[config.mk]
export PLATFORM = sky130hd
export DESIGN_NAME = collision_budget_tx_prob_controller_top
export DESIGN_NICKNAME = d
export VERILOG_FILES = /design/src/rtl/cbtp_pkg.sv /design/src/rtl/cbtp_smul.sv /design/src/rtl/collision_budget_tx_prob_controller_top.sv
export VERILOG_INCLUDE_DIRS = /design/src /design/src/rtl
export SDC_FILE = /design/constraint.sdc
export NUM_CORES = 2
export LEC_CHECK = 0
export ABC_CLOCK_PERIOD_IN_PS = 30200
export BUFFER_PORTS_ARGS = -buffer_cell sky130_fd_sc_hd__buf_2
export CAP_MARGIN = 20
export CORE_UTILIZATION = 40
export CTS_BUF_LIST = sky130_fd_sc_hd__clkbuf_2
export DETAILED_ROUTE_END_ITERATION = 16
export PLACE_DENSITY = 0.58
export SYNTH_ARGS = -nofsm -noshare
export SYNTH_HDL_FRONTEND = slang
export SYNTH_SLANG_ARGS = --single-unit
[constraint.sdc]
create_clock -name i_clk -period 30.2 [get_ports i_clk]
set_clock_uncertainty 0.15 [all_clocks]
set_input_delay 1.51 -clock i_clk [delete_from_list [all_inputs] [get_ports i_clk]]
set_output_delay 1.51 -clock i_clk [all_outputs]
set_load 0.1 [all_outputs]
[src/rtl/assert_macros.svh]
// Assertion helpers included by the top-level RTL file.
`ifndef ASSERT_MACROS_SVH
`define ASSERT_MACROS_SVH

// Same-cycle implication, disabled during reset.
`define CB_ASSERT_IMP(lbl, ante, cons, msg) \
    lbl: assert property (@(posedge i_clk) disable iff (!i_rst_n) (ante) |-> (cons)) \
        else $error(msg);

// Next-cycle implication, disabled during reset.
`define CB_ASSERT_NXT(lbl, ante, cons, msg) \
    lbl: assert property (@(posedge i_clk) disable iff (!i_rst_n) (ante) |=> (cons)) \
        else $error(msg);

`endif

[src/rtl/cbtp_pkg.sv]
// ----------------------------------------------------------------------------
// cbtp_pkg
// Types, constants and fixed-point helpers of the transmit probability
// controller.
// ----------------------------------------------------------------------------
package cbtp_pkg;

    localparam int FRAC_BITS = 16;
    localparam int MAX_USERS = 64;
    localparam int PW        = FRAC_BITS + 1;            // probability width
    localparam int NW        = $clog2(MAX_USERS + 1);    // user count width
    localparam int AW        = 64;                       // multiplicand width
    localparam int BW        = 32;                       // multiplier width

    localparam logic [PW-1:0] ONE = PW'(1) << FRAC_BITS;
    localparam logic signed [AW-1:0] ONE_W = AW'(1) << FRAC_BITS;
    localparam logic signed [AW-1:0] GRAD_LIM = AW'(1) << 38;

    // configuration register indexes
    localparam logic [3:0] REG_BUDGET    = 4'd0;
    localparam logic [3:0] REG_GRAD_GAIN = 4'd1;
    localparam logic [3:0] REG_MULT_GAIN = 4'd2;
    localparam logic [3:0] REG_MAX_STEP  = 4'd3;
    localparam logic [3:0] REG_MIN_PROB  = 4'd4;
    localparam logic [3:0] REG_MAX_PROB  = 4'd5;
    localparam logic [3:0] REG_Q_FLOOR   = 4'd6;
    localparam logic [3:0] REG_DEF_PROB  = 4'd7;

    typedef enum logic [3:0] {
        S_IDLE, S_POW, S_NP, S_SUCC, S_DS1, S_DS2, S_DC1, S_DC2, S_DC3,
        S_GRAD, S_MH, S_ML, S_DEL, S_MU, S_WB
    } t_state;

    // request to the serial multiplier
    typedef struct packed {
        logic                 start;
        logic signed [AW-1:0] a;
        logic [BW-1:0]        b;
    } t_mul_req;

    // shift right by FRAC_BITS, round to nearest, ties away from zero
    function automatic logic signed [AW-1:0] rnd_shift(input logic signed [AW-1:0] v);
        logic [AW-1:0] m;
        logic [AW-1:0] half;
        begin
            half = AW'(1) << (FRAC_BITS - 1);
            if (v < 0) begin
                m = AW'(-v);
                rnd_shift = -$signed((m + half) >> FRAC_BITS);
            end else begin
                rnd_shift = $signed((AW'(v) + half) >> FRAC_BITS);
            end
        end
    endfunction

    // gradient saturation to +-2^38
    function automatic logic signed [39:0] sat_grad(input logic signed [AW-1:0] v);
        begin
            if (v > GRAD_LIM) sat_grad = GRAD_LIM[39:0];
            else if (v < -GRAD_LIM) sat_grad = 40'(-GRAD_LIM);
            else sat_grad = v[39:0];
        end
    endfunction

endpackage

[src/rtl/cbtp_smul.sv]
// ----------------------------------------------------------------------------
// cbtp_smul
// Bit-serial shift-add multiplier: one multiplier bit per cycle, stops early
// once the remaining multiplier bits are zero.
// ----------------------------------------------------------------------------
module cbtp_smul
    import cbtp_pkg::*;
(
    input  logic                 i_clk,
    input  logic                 i_rst_n,
    input  t_mul_req             i_req,
    output logic                 o_done,
    output logic signed [AW-1:0] o_prod
);

    logic                 r_busy, n_busy;
    logic                 r_done, n_done;
    logic signed [AW-1:0] r_acc, n_acc;
    logic signed [AW-1:0] r_a, n_a;
    logic [BW-1:0]        r_b, n_b;

    // one partial product per cycle
    always_comb begin
        n_busy = r_busy;
        n_done = 1'b0;
        n_acc  = r_acc;
        n_a    = r_a;
        n_b    = r_b;
        if (i_req.start) begin
            n_busy = 1'b1;
            n_acc  = '0;
            n_a    = i_req.a;
            n_b    = i_req.b;
        end else if (r_busy) begin
            if (r_b == '0) begin
                n_busy = 1'b0;
                n_done = 1'b1;
            end else begin
                if (r_b[0]) n_acc = r_acc + r_a;
                n_a = r_a <<< 1;
                n_b = r_b >> 1;
            end
        end
    end

    always_ff @(posedge i_clk) begin
        if (!i_rst_n) begin
            r_busy <= 1'b0;
            r_done <= 1'b0;
        end else begin
            r_busy <= n_busy;
            r_done <= n_done;
        end
        r_acc <= n_acc;
        r_a   <= n_a;
        r_b   <= n_b;
    end

    assign o_done = r_done;
    assign o_prod = r_acc;

endmodule

[src/rtl/collision_budget_tx_prob_controller_top.sv]
// Sequence per item: n power steps on the bit-serial multiplier (n = ready
//   users), then up to eleven products; small operands finish early.
// Throughput: one item at a time; the next item is taken once the result is
//   in the output register. Reset: synchronous active low, registers to
//   their defaults, multiplier state to zero, no pending result.
// ----------------------------------------------------------------------------
// collision_budget_tx_prob_controller_top
// Slotted-ALOHA transmit probability controller with a collision budget and
// a Lagrange multiplier, all products through one serial multiplier.
// ----------------------------------------------------------------------------
`include "assert_macros.svh"
module collision_budget_tx_prob_controller_top
    import cbtp_pkg::*;
(
    input  logic        i_clk,
    input  logic        i_rst_n,
    input  logic        i_s_axis_tvalid,
    output logic        o_s_axis_tready,
    input  logic [23:0] i_s_axis_tdata,   // current_prob[16:0], ready_users[23:17]
    input  logic [0:0]  i_s_axis_tuser,   // has_plan[0]
    output logic        o_m_axis_tvalid,
    input  logic        i_m_axis_tready,
    output logic [71:0] o_m_axis_tdata,   // new_prob[16:0], multiplier_out[48:17],
                                          // collision_rate[65:49], zero[71:66]
    input  logic        i_cfg_valid,
    output logic        o_cfg_ready,
    input  logic [3:0]  i_cfg_index,
    input  logic [23:0] i_cfg_data
);

    t_state r_state, n_state;

    // configuration
    logic [PW-1:0] r_budget, r_max_step, r_min_prob, r_max_prob, r_q_floor, r_def_prob;
    logic [23:0]   r_grad_gain, r_mult_gain;

    // item registers
    logic [PW-1:0]        r_p, r_q, r_pw, r_qn, r_qn1, r_qn2;
    logic [NW-1:0]        r_n, r_k;
    logic [22:0]          r_np_raw;
    logic [PW-1:0]        r_coll;
    logic signed [17:0]   r_gap;
    logic signed [31:0]   r_ds;
    logic [31:0]          r_dc;
    logic signed [AW-1:0] r_t;
    logic signed [39:0]   r_grad;
    logic [PW-1:0]        r_newp;
    logic [31:0]          r_mu, r_lagrange;
    logic                 r_issued, n_issued;
    logic                 r_o_valid;
    logic [71:0]          r_o_data;

    t_mul_req             w_req;
    logic                 w_done;
    logic signed [AW-1:0] w_prod, w_rnd;
    logic                 w_mul_state;

    cbtp_smul u_mul (
        .i_clk   (i_clk),
        .i_rst_n (i_rst_n),
        .i_req   (w_req),
        .o_done  (w_done),
        .o_prod  (w_prod)
    );

    assign w_rnd = rnd_shift(w_prod);

    // input field decode
    logic [PW-1:0] w_sel, w_p, w_qr, w_qf, w_q;
    logic [NW-1:0] w_n;
    always_comb begin
        w_sel = i_s_axis_tuser[0] ? i_s_axis_tdata[16:0] : r_def_prob;
        w_p   = (w_sel > ONE) ? ONE : w_sel;
        w_qr  = ONE - w_p;
        w_qf  = (w_qr < r_q_floor) ? r_q_floor : w_qr;
        w_q   = (w_qf > ONE) ? ONE : w_qf;
        if (i_s_axis_tdata[23:17] == 7'd0) w_n = NW'(1);
        else if (i_s_axis_tdata[23:17] > 7'(MAX_USERS)) w_n = NW'(MAX_USERS);
        else w_n = NW'(i_s_axis_tdata[23:17]);
    end

    // configuration port
    assign o_cfg_ready = 1'b1;
    always_ff @(posedge i_clk) begin
        if (!i_rst_n) begin
            r_budget    <= 17'd6554;
            r_grad_gain <= 24'd655;
            r_mult_gain <= 24'd6554;
            r_max_step  <= 17'd3277;
            r_min_prob  <= 17'd66;
            r_max_prob  <= 17'd65536;
            r_q_floor   <= 17'd1;
            r_def_prob  <= 17'd6554;
        end else if (i_cfg_valid) begin
            case (i_cfg_index)
                REG_BUDGET:    r_budget    <= i_cfg_data[16:0];
                REG_GRAD_GAIN: r_grad_gain <= i_cfg_data;
                REG_MULT_GAIN: r_mult_gain <= i_cfg_data;
                REG_MAX_STEP:  r_max_step  <= i_cfg_data[16:0];
                REG_MIN_PROB:  r_min_prob  <= i_cfg_data[16:0];
                REG_MAX_PROB:  r_max_prob  <= i_cfg_data[16:0];
                REG_Q_FLOOR:   r_q_floor   <= i_cfg_data[16:0];
                REG_DEF_PROB:  r_def_prob  <= i_cfg_data[16:0];
                default: ;
            endcase
        end
    end

    // next state
    always_comb begin
        n_state = r_state;
        case (r_state)
            S_IDLE: if (i_s_axis_tvalid) n_state = S_POW;
            S_POW:  if (!r_issued && r_k == r_n) n_state = S_NP;
            S_NP:   if (w_done) n_state = S_SUCC;
            S_SUCC: if (w_done) n_state = (r_n == NW'(1)) ? S_GRAD : S_DS1;
            S_DS1:  if (w_done) n_state = S_DS2;
            S_DS2:  if (w_done) n_state = S_DC1;
            S_DC1:  if (w_done) n_state = S_DC2;
            S_DC2:  if (w_done) n_state = S_DC3;
            S_DC3:  if (w_done) n_state = S_GRAD;
            S_GRAD: n_state = (r_gap > 0) ? S_MH : S_DEL;
            S_MH:   if (w_done) n_state = S_ML;
            S_ML:   if (w_done) n_state = S_DEL;
            S_DEL:  if (w_done) n_state = S_MU;
            S_MU:   if (w_done) n_state = S_WB;
            S_WB:   if (!r_o_valid || i_m_axis_tready) n_state = S_IDLE;
            default: n_state = S_IDLE;
        endcase
    end

    // outputs: multiplier requests and input ready
    always_comb begin
        w_mul_state = 1'b1;
        w_req.a     = '0;
        w_req.b     = '0;
        case (r_state)
            S_POW:  begin w_req.a = AW'(r_pw);     w_req.b = BW'(r_q);   end
            S_NP:   begin w_req.a = AW'(r_p);      w_req.b = BW'(r_n);   end
            S_SUCC: begin w_req.a = AW'(r_np_raw); w_req.b = BW'(r_qn1); end
            S_DS1:  begin w_req.a = ONE_W - AW'(r_np_raw); w_req.b = BW'(r_qn2); end
            S_DS2:  begin w_req.a = r_t;           w_req.b = BW'(r_n);   end
            S_DC1:  begin w_req.a = AW'(r_p);      w_req.b = BW'(r_qn2); end
            S_DC2:  begin w_req.a = r_t;           w_req.b = BW'(r_n);   end
            S_DC3:  begin w_req.a = r_t;           w_req.b = BW'(r_n - NW'(1)); end
            S_MH:   begin w_req.a = AW'(r_lagrange); w_req.b = BW'(r_dc[31:FRAC_BITS]); end
            S_ML:   begin w_req.a = AW'(r_lagrange); w_req.b = BW'(r_dc[FRAC_BITS-1:0]); end
            S_DEL:  begin w_req.a = AW'(r_grad);   w_req.b = BW'(r_grad_gain); end
            S_MU:   begin w_req.a = AW'(r_gap);    w_req.b = BW'(r_mult_gain); end
            default: w_mul_state = 1'b0;
        endcase
        w_req.start = w_mul_state && !r_issued && !(r_state == S_POW && r_k == r_n);
        n_issued    = w_done ? 1'b0 : (r_issued | w_req.start);
        o_s_axis_tready = (r_state == S_IDLE);
    end

    // datapath
    logic signed [AW-1:0] w_coll, w_delta, w_np, w_mu, w_ms;
    always_comb begin
        w_coll = ONE_W - AW'(r_qn) - w_rnd;
        if (w_coll < 0) w_coll = '0;
        w_ms    = AW'(r_max_step);
        w_delta = w_rnd;
        if (w_delta > w_ms) w_delta = w_ms;
        if (w_delta < -w_ms) w_delta = -w_ms;
        // sum may go negative: compare signed
        w_np = AW'(r_p) + w_delta;
        if (w_np > $signed(AW'(r_max_prob))) w_np = AW'(r_max_prob);
        if (w_np < $signed(AW'(r_min_prob))) w_np = AW'(r_min_prob);
        w_mu = AW'(r_lagrange) + w_rnd;
        if (w_mu < 0) w_mu = '0;
        if (w_mu > AW'(33'h0FFFFFFFF)) w_mu = AW'(33'h0FFFFFFFF);
    end

    always_ff @(posedge i_clk) begin
        if (!i_rst_n) begin
            r_state    <= S_IDLE;
            r_issued   <= 1'b0;
            r_o_valid  <= 1'b0;
            r_lagrange <= '0;
        end else begin
            r_state  <= n_state;
            r_issued <= n_issued;
            if (r_state == S_WB && (!r_o_valid || i_m_axis_tready)) begin
                r_o_valid  <= 1'b1;
                r_lagrange <= r_mu;
            end else if (r_o_valid && i_m_axis_tready) begin
                r_o_valid <= 1'b0;
            end
        end
        // item capture
        if (r_state == S_IDLE && i_s_axis_tvalid) begin
            r_p  <= w_p;
            r_q  <= w_q;
            r_n  <= w_n;
            r_k  <= '0;
            r_pw <= ONE;
        end
        // power chain: keep q^(n-2), q^(n-1), q^n on the way
        if (r_state == S_POW && !r_issued) begin
            if (r_k + NW'(2) == r_n) r_qn2 <= r_pw;
            if (r_k + NW'(1) == r_n) r_qn1 <= r_pw;
            if (r_k == r_n) r_qn <= r_pw;
        end
        if (w_done) begin
            case (r_state)
                S_POW: begin
                    r_pw <= w_rnd[PW-1:0];
                    r_k  <= r_k + NW'(1);
                end
                S_NP:   r_np_raw <= w_prod[22:0];
                S_SUCC: begin
                    r_coll <= w_coll[PW-1:0];
                    r_gap  <= 18'(w_coll) - 18'(r_budget);
                    r_ds   <= 32'(ONE);
                    r_dc   <= '0;
                end
                S_DS1:  r_t  <= w_rnd;
                S_DS2:  r_ds <= w_prod[31:0];
                S_DC1:  r_t  <= w_rnd;
                S_DC2:  r_t  <= w_prod;
                S_DC3:  r_dc <= w_prod[31:0];
                S_MH:   r_t  <= w_prod;
                S_ML:   r_grad <= sat_grad(AW'(r_ds) - r_t - w_rnd);
                S_DEL:  r_newp <= w_np[PW-1:0];
                S_MU:   r_mu <= w_mu[31:0];
                default: ;
            endcase
        end
        if (r_state == S_GRAD && !(r_gap > 0)) r_grad <= sat_grad(AW'(r_ds));
        if (r_state == S_WB && (!r_o_valid || i_m_axis_tready))
            r_o_data <= {6'd0, r_coll, r_mu, r_newp};
    end

    assign o_m_axis_tvalid = r_o_valid;
    assign o_m_axis_tdata  = r_o_data;

    // checks
    `CB_ASSERT_NXT(a_accept_busy, i_s_axis_tvalid && o_s_axis_tready, r_state != S_IDLE,
        "item accepted but sequencer stayed idle")
    `CB_ASSERT_NXT(a_mult_hold, r_state != S_WB, $stable(r_lagrange),
        "multiplier state changed outside write-back")
    `CB_ASSERT_IMP(a_done_issued, w_done, r_issued,
        "multiplier finished without a request")

endmodule
-- Word level (Yosys, flattened, before mapping)
Cells that the tools add are included.
- add/subtract/negate cells: 18
- $lt $le $gt $ge: 17
- equality and inequality tests: 40
- muxes and demuxes: 58
- bitwise logic cells: 4
- reduce and logical (&&, ||, !) cells: 54
- operators by type and width (operator ; number):
    one-hot mux 96 bit (11 select lines) ; 1
    two-way mux 64 bit ; 8
    two-way mux 40 bit ; 7
    < comparator 64 x 1 -> 1 bit, second input constant ; 3
    adder 64 x 16 -> 64 bit, second input constant ; 2
    greater-than comparator 64 x 18 -> 1 bit ; 2
    one-hot mux 32 bit (2 select lines) ; 2
    one-hot mux 64 bit (2 select lines) ; 1
    subtractor 64 bit ; 2
    two-way mux 17 bit ; 7
    two-way mux 32 bit ; 3
    adder 17 x 64 -> 64 bit ; 1
    adder 32 x 64 -> 64 bit ; 1
    adder 64 bit ; 1
    greater-than comparator 64 x 32 -> 1 bit, second input constant ; 1
    greater-than comparator 64 x 40 -> 1 bit, second input constant ; 1
    < comparator 64 x 18 -> 1 bit ; 1
    < comparator 64 x 39 -> 1 bit, second input constant ; 1
    < comparator 64 bit ; 1
    negation 17 -> 64 bit ; 1
    negation 48 -> 64 bit ; 1
    negation 64 bit ; 1
    subtractor 32 x 64 -> 64 bit ; 1
    two-way mux 4 bit ; 15
    41 further kinds ; 126
- flip-flop bits (word level): 807
- bits of input ports: 58
- word-level logic and storage cells: 227

-- Logic depth before layout (Yosys ltp)
- depth in word-level cells: 13
- depth in mapped cells: 88
- gate-level depth less buffers: 80

-- By module
Synthesis repeated with hierarchy kept, for this count alone.
- cells, all modules: 6256
- area, all modules: 56631.8 um^2
- modules (own cells, without submodules) (module ; instances ; cells each ; area each (um^2)):
    collision_budget_tx_prob_controller_top ; 1 ; 5228 ; 46702.3
    cbtp_smul ; 1 ; 1028 ; 9929.5

-- Worst setup path before layout
No wires, ideal clock.
- path type: register to register
- start point: register u_mul.r_acc[63] (netlist: u_mul.o_prod[63])
- end point: register r_newp[10] (data pin)
- library setup time: 260 ps
- data arrival time: 15167 ps
- required time: 29790 ps
- setup slack: 14623 ps
- stages on the path, launching flop included: 85
- buffers on the path: 14
- path through: dfxtp_1 > clkbuf_1 > clkbuf_1 > clkbuf_1 > buf_1 > clkbuf_1 > clkbuf_1 > buf_1 > nor2_1 > a21oi_1 > inv_1 > ha_1 > nor2b_1 > o21ai_0 > nand2b_1 > a21oi_1 > o21ai_0 > nand3_1 > (+49 left out) > a21o_1 > buf_6 > buf_2 > mux2_2 > ha_1 > a21o_1 > a21o_1 > a21oi_1 > nor2b_1 > o21ai_0 > nand2b_1 > a21oi_1 > nor2b_1 > o21ai_0 > nand2_1 > o21bai_4 > buf_6 > mux2_4
- cells in the longest elaborated chain, start to end: 13
- ends and longest elaborated chain (what ; RTL line ; source):
    start: declaration ; cbtp_smul.sv:18 ; logic signed [AW-1:0] r_acc, n_acc;
    start signal: assignment ; cbtp_smul.sv:54 ; r_acc <= n_acc;
    negation 64 bit ; cbtp_pkg.sv:48 ; m = AW'(-v);
    adder 64 x 16 -> 64 bit ; cbtp_pkg.sv:49 ; rnd_shift = -$signed((m + half) >> FRAC_BITS);
    negation 48 -> 64 bit ; cbtp_pkg.sv:49 ;
    two-way mux 64 bit * ; cbtp_pkg.sv:47 ; if (v < 0) begin
    greater-than comparator 64 x 18 -> 1 bit ; collision_budget_tx_prob_controller_top.sv:164 ; if (w_delta > w_ms) w_delta = w_ms;
    two-way mux 64 bit * ; collision_budget_tx_prob_controller_top.sv:164 ;
    < comparator 64 bit ; collision_budget_tx_prob_controller_top.sv:165 ; if (w_delta < -w_ms) w_delta = -w_ms;
    two-way mux 64 bit * ; collision_budget_tx_prob_controller_top.sv:165 ;
    adder 17 x 64 -> 64 bit * ; collision_budget_tx_prob_controller_top.sv:167 ; w_np = AW'(r_p) + w_delta;
    greater-than comparator 64 x 18 -> 1 bit ; collision_budget_tx_prob_controller_top.sv:168 ; if (w_np > $signed(AW'(r_max_prob))) w_np = AW'(r_max_prob);
    two-way mux 64 bit * ; collision_budget_tx_prob_controller_top.sv:168 ;
    < comparator 64 x 18 -> 1 bit ; collision_budget_tx_prob_controller_top.sv:169 ; if (w_np < $signed(AW'(r_min_prob))) w_np = AW'(r_min_prob);
    two-way mux 17 bit * ; collision_budget_tx_prob_controller_top.sv:169 ;
    via w_np[10] ; collision_budget_tx_prob_controller_top.sv:158 ; logic signed [AW-1:0] w_coll, w_delta, w_np, w_mu, w_ms;
    end signal: assignment ; collision_budget_tx_prob_controller_top.sv:225 ; S_DEL: r_newp <= w_np[PW-1:0];
    end: declaration ; collision_budget_tx_prob_controller_top.sv:47 ; logic [PW-1:0] r_newp;
Mark *: on every way through the listed nets, which the timed path passes. The rest lies on a longest branch.
A chain may end at the register's enable or synchronous reset.

-- Final worst setup path
- start point: register u_mul.r_acc[15] (netlist: u_mul.o_prod[15])
- end point: register r_newp[6] (data pin)
Same word-level chain as after synthesis.

==> results by group <==
Status
  – Status: finished clean

Routing
  – Via-per-instance ratio: 5.94
  – Total Routed Length: 211000 µm
  – Initial DRC Count: 6168
  – Drt drc: 0
  – DRT antenna net count: 0
  – DR WL/cell: 25.2 µm
  – Vias: 49800
  – Drt pass-1 iters: 7

STA
  – Fmax achieved: 50.4 MHz
  – Hold Vio Cnt, Final: 0
  – Min Clock Period, post-route: 19.85 ns
  – Fin Setup TNS: 0 ns
  – Tcrit/Tclk final: 65.7%
  – Final setup vio count: 0
  – Worst slew pin tran: 1.22 ns
  – Fin. max-slew vios: 0
  – Slew headroom: around a fifth
  – Unrepaired setup endpoints after global routing: no
  – Final Hold Slack: about 0.19 ns

Synth
  – Mapped Cells: slightly above 6000
  – EDFF count, synth: 529
  – FF+latch count, synth: 807
  – Synth Flop Type: edfxtp_1
  – Synth warn: 0
  – Async SR Flop Fraction: 0%
  – Post-Syn Area: ~56000 µm²
  – Part of the Yosys area used for sequential elements: 38.5%
  – Synth unique cells: ~110
  – Syn avg cell area: 8.96 µm²

Finish
  – Area of the multi-input gates: 31800 µm²
  – Final instance area: 60900 µm²
  – Fin nets: 6914
  – Syn-to-layout area delta: 9.42%
  – Sequential Area: 21500 µm²
  – Layout cells sized above 1: a little under an eighth
  – Non-Filler Instances: 8387
  – Fill count: 13600

Floorplan
  – Core ar.: 138000 µm²
  – Die area: 141000 µm²
  – I/O pin count: 133
  – Chip Width: between 300 and 400 µm
  – Num rows: 136
  – Starting Density: 40.4%
  – DIE HEIGHT: 375 µm

Clock network
  – Cts bufs inserted: 220
  – Root buf cell: clkbuf_2
  – CTS-repair resized insts: 0
  – Post-CTS Setup Inserts: 0
  – # clock sinks: between 800 and 900
  – CTS tree: built
  – Clock Tree Buf Depth: 3
  – Htree depth: 4
  – Post-CTS Hold Buffers: 48
  – Worst-Skew Late Latency: 1.80 ns
  – Clock transition at path regs: 0.11 ns

Placed design
  – # placed instances: 7911
  – Port bufs: 125
  – Cell area after placement: 58200 µm²
  – GP Congestion: 1.02
  – Final HPWL DP: 159000 µm

Global routing
  – Vias in the first global route: around 46000
  – Tot GR Track Use: 29.4%
  – First-pass GRT wire length: between 300000 and 400000 µm
  – Initial antenna violation count: 16
  – Grt ovf: 0
  – Maximum number of pins on one net before global-route repair: 76

Critical path
  – CP peak stage delay: 0.84 ns
  – Delay-heaviest family, CP: compound AO/OA/AOI/OAI gates
  – Worst setup path class: reg2reg
  – CP max FO: 50
  – CP Buf/Inv Count: 4
  – CP Data Arrival Time: 21.22 ns
  – CP most frequent cell: a21oi_1
  – CP required: about 32 ns
  – Crit end category: flip-flop
  – Crit path max-delay cell type: nor4_1
  – CP startpoint kind: flip-flop

Power and ir drop
  – Peak VDD IR: 0.0626 mV
  – Pleak: between 20 and 25 nW
  – PwrDens: 87.5 nW/µm²

Flow run
  – MaxCap Viol Count: 0

Worst hold path
  – Hold Path Class: in2reg
-- synth_stat cells (all sizes together), types with 75 or more instances --
cell | n | share of area, %
nor2 | 451 | 3.0
a31oi | 80 | 0.93
inv | 351 | 2.4
clkbuf | 278 | 1.9
nor4 | 75 | 0.90
dfxtp | 278 | 10
nand4 | 80 | 0.94
nor3 | 134 | 1.2
o21ai | 341 | 3.1
xor2 | 137 | 2.2
and3 | 97 | 1.1
ha | 399 | 9.0
xnor2 | 212 | 3.3
nand2 | 797 | 5.4
a21boi | 161 | 2.2
a21o | 156 | 2.1
nand3 | 174 | 1.6
a21oi | 421 | 3.8
edfxtp | 529 | 29
-- cells in the final DEF, fill, tap and decap left out, types with 60 or more instances in the layout --
master    instances
a21boi_0        161
a21o_1          156
a21oi_1         418
a31oi_1          78
and3_1           97
buf_2           124
buf_4           102
clkbuf_2        336
dfxtp_1         276
edfxtp_1        529
fa_1             66
ha_1            399
inv_1           347
nand2_1         795
nand2b_1         70
nand3_1         174
nand4_1          78
nor2_1          443
nor2b_1          60
nor3_1          128
nor4_1           71
o21ai_0         336
xnor2_1         211
xor2_1          137
-- through the flow --
stage / power (mW) / utilization (%) / setup WS (ns)
finish: 5.33 / 44.2 / 10.35
global route: 5.68 / 44.2 / 9.45
CTS: 5.29 / 44.1 / 10.84
detailed placement: 4.43 / 42.2 / 10.85
global placement: 4.40 / 42.2 / 9.90
floorplan: 3.57 / - / 14.62
-- layer usage --
metal	part of all wire (%)	global-route usage [%]	wire length [µm]	vias up
met4	2.6	8.80	5560	2
met1	46	43.6	97200	24100
li1	-	-	-	23000
met2	41	41.9	86100	2434
met5	0.0061	0	13	-
met3	11	6.63	22600	309
-- where the power goes --
part	switching, mW	leakage, nW	internal (mW)	total, mW
Sequential	0.224	6.95	1.40	1.63
Clock	0.520	1.63	0.326	0.846
Combinational	1.80	15.8	1.06	2.86
-- worst paths after layout --
path                           start                 end  slack, ns  cells after the start
setup reg to reg    u_mul.o_prod[15]           r_newp[6]      10.35                     70
hold reg to reg            r_coll[4]  o_m_axis_tdata[53]       0.23                      0
hold / removal    i_s_axis_tdata[15]             r_p[15]       0.19                      3
setup / recovery    u_mul.o_prod[15]           r_newp[6]      10.35                     70
-- kinds of logic after synthesis --
kind of cell / count (synthesis) / synth area share, %
simple gates: 2189 / 18.8
xor+xnor: 349 / 5.49
fa+ha+maj: 465 / 11.3
other cells: 2 / 0.0135
flops: 807 / 38.5
buf+inv: 687 / 4.81
mux: 97 / 1.89
compound gates: 1620 / 19.1
-- layout make-up --
type | count | share of cell area [%]
antenna | 10 | 0.0411
tap | 1794 | 3.68
timing repair buffer | 279 | 3.21
clock buffer | 336 | 2.76
sequential | 807 | 35.2
inverter | 356 | 2.20
clock inverter | 78 | 0.735
multi-input combinational | 4727 | 52.2
-- flip-flops by register name, indices dropped and copies added, names as in the netlist, 24 cells and up --
| register | flops |
|---|---|
| r_ds | 32 |
| r_mu | 32 |
| r_dc | 32 |
| u_mul.r_b | 32 |
| r_grad | 40 |
| o_m_axis_tdata | 66 |
| u_mul.r_a | 64 |
| r_t | 64 |
| r_lagrange | 32 |
| r_mult_gain | 24 |
| r_grad_gain | 24 |
| u_mul.o_prod | 64 |
-- worst register-to-register path, delay by kind of cell (launching register included) --
kind | cells | cell delay [ns]
XOR/XNOR | 1 | 0.18
flip-flops | 1 | 0.53
buffers and inverters | 4 | 1.19
adder cells (fa/ha/maj) | 5 | 1.60
AO/OA/AOI/OAI | 40 | 9.42
AND/OR/NAND/NOR | 18 | 5.73
multiplexers | 2 | 0.84
No activity file was read; power rests on OpenSTA's default activity.
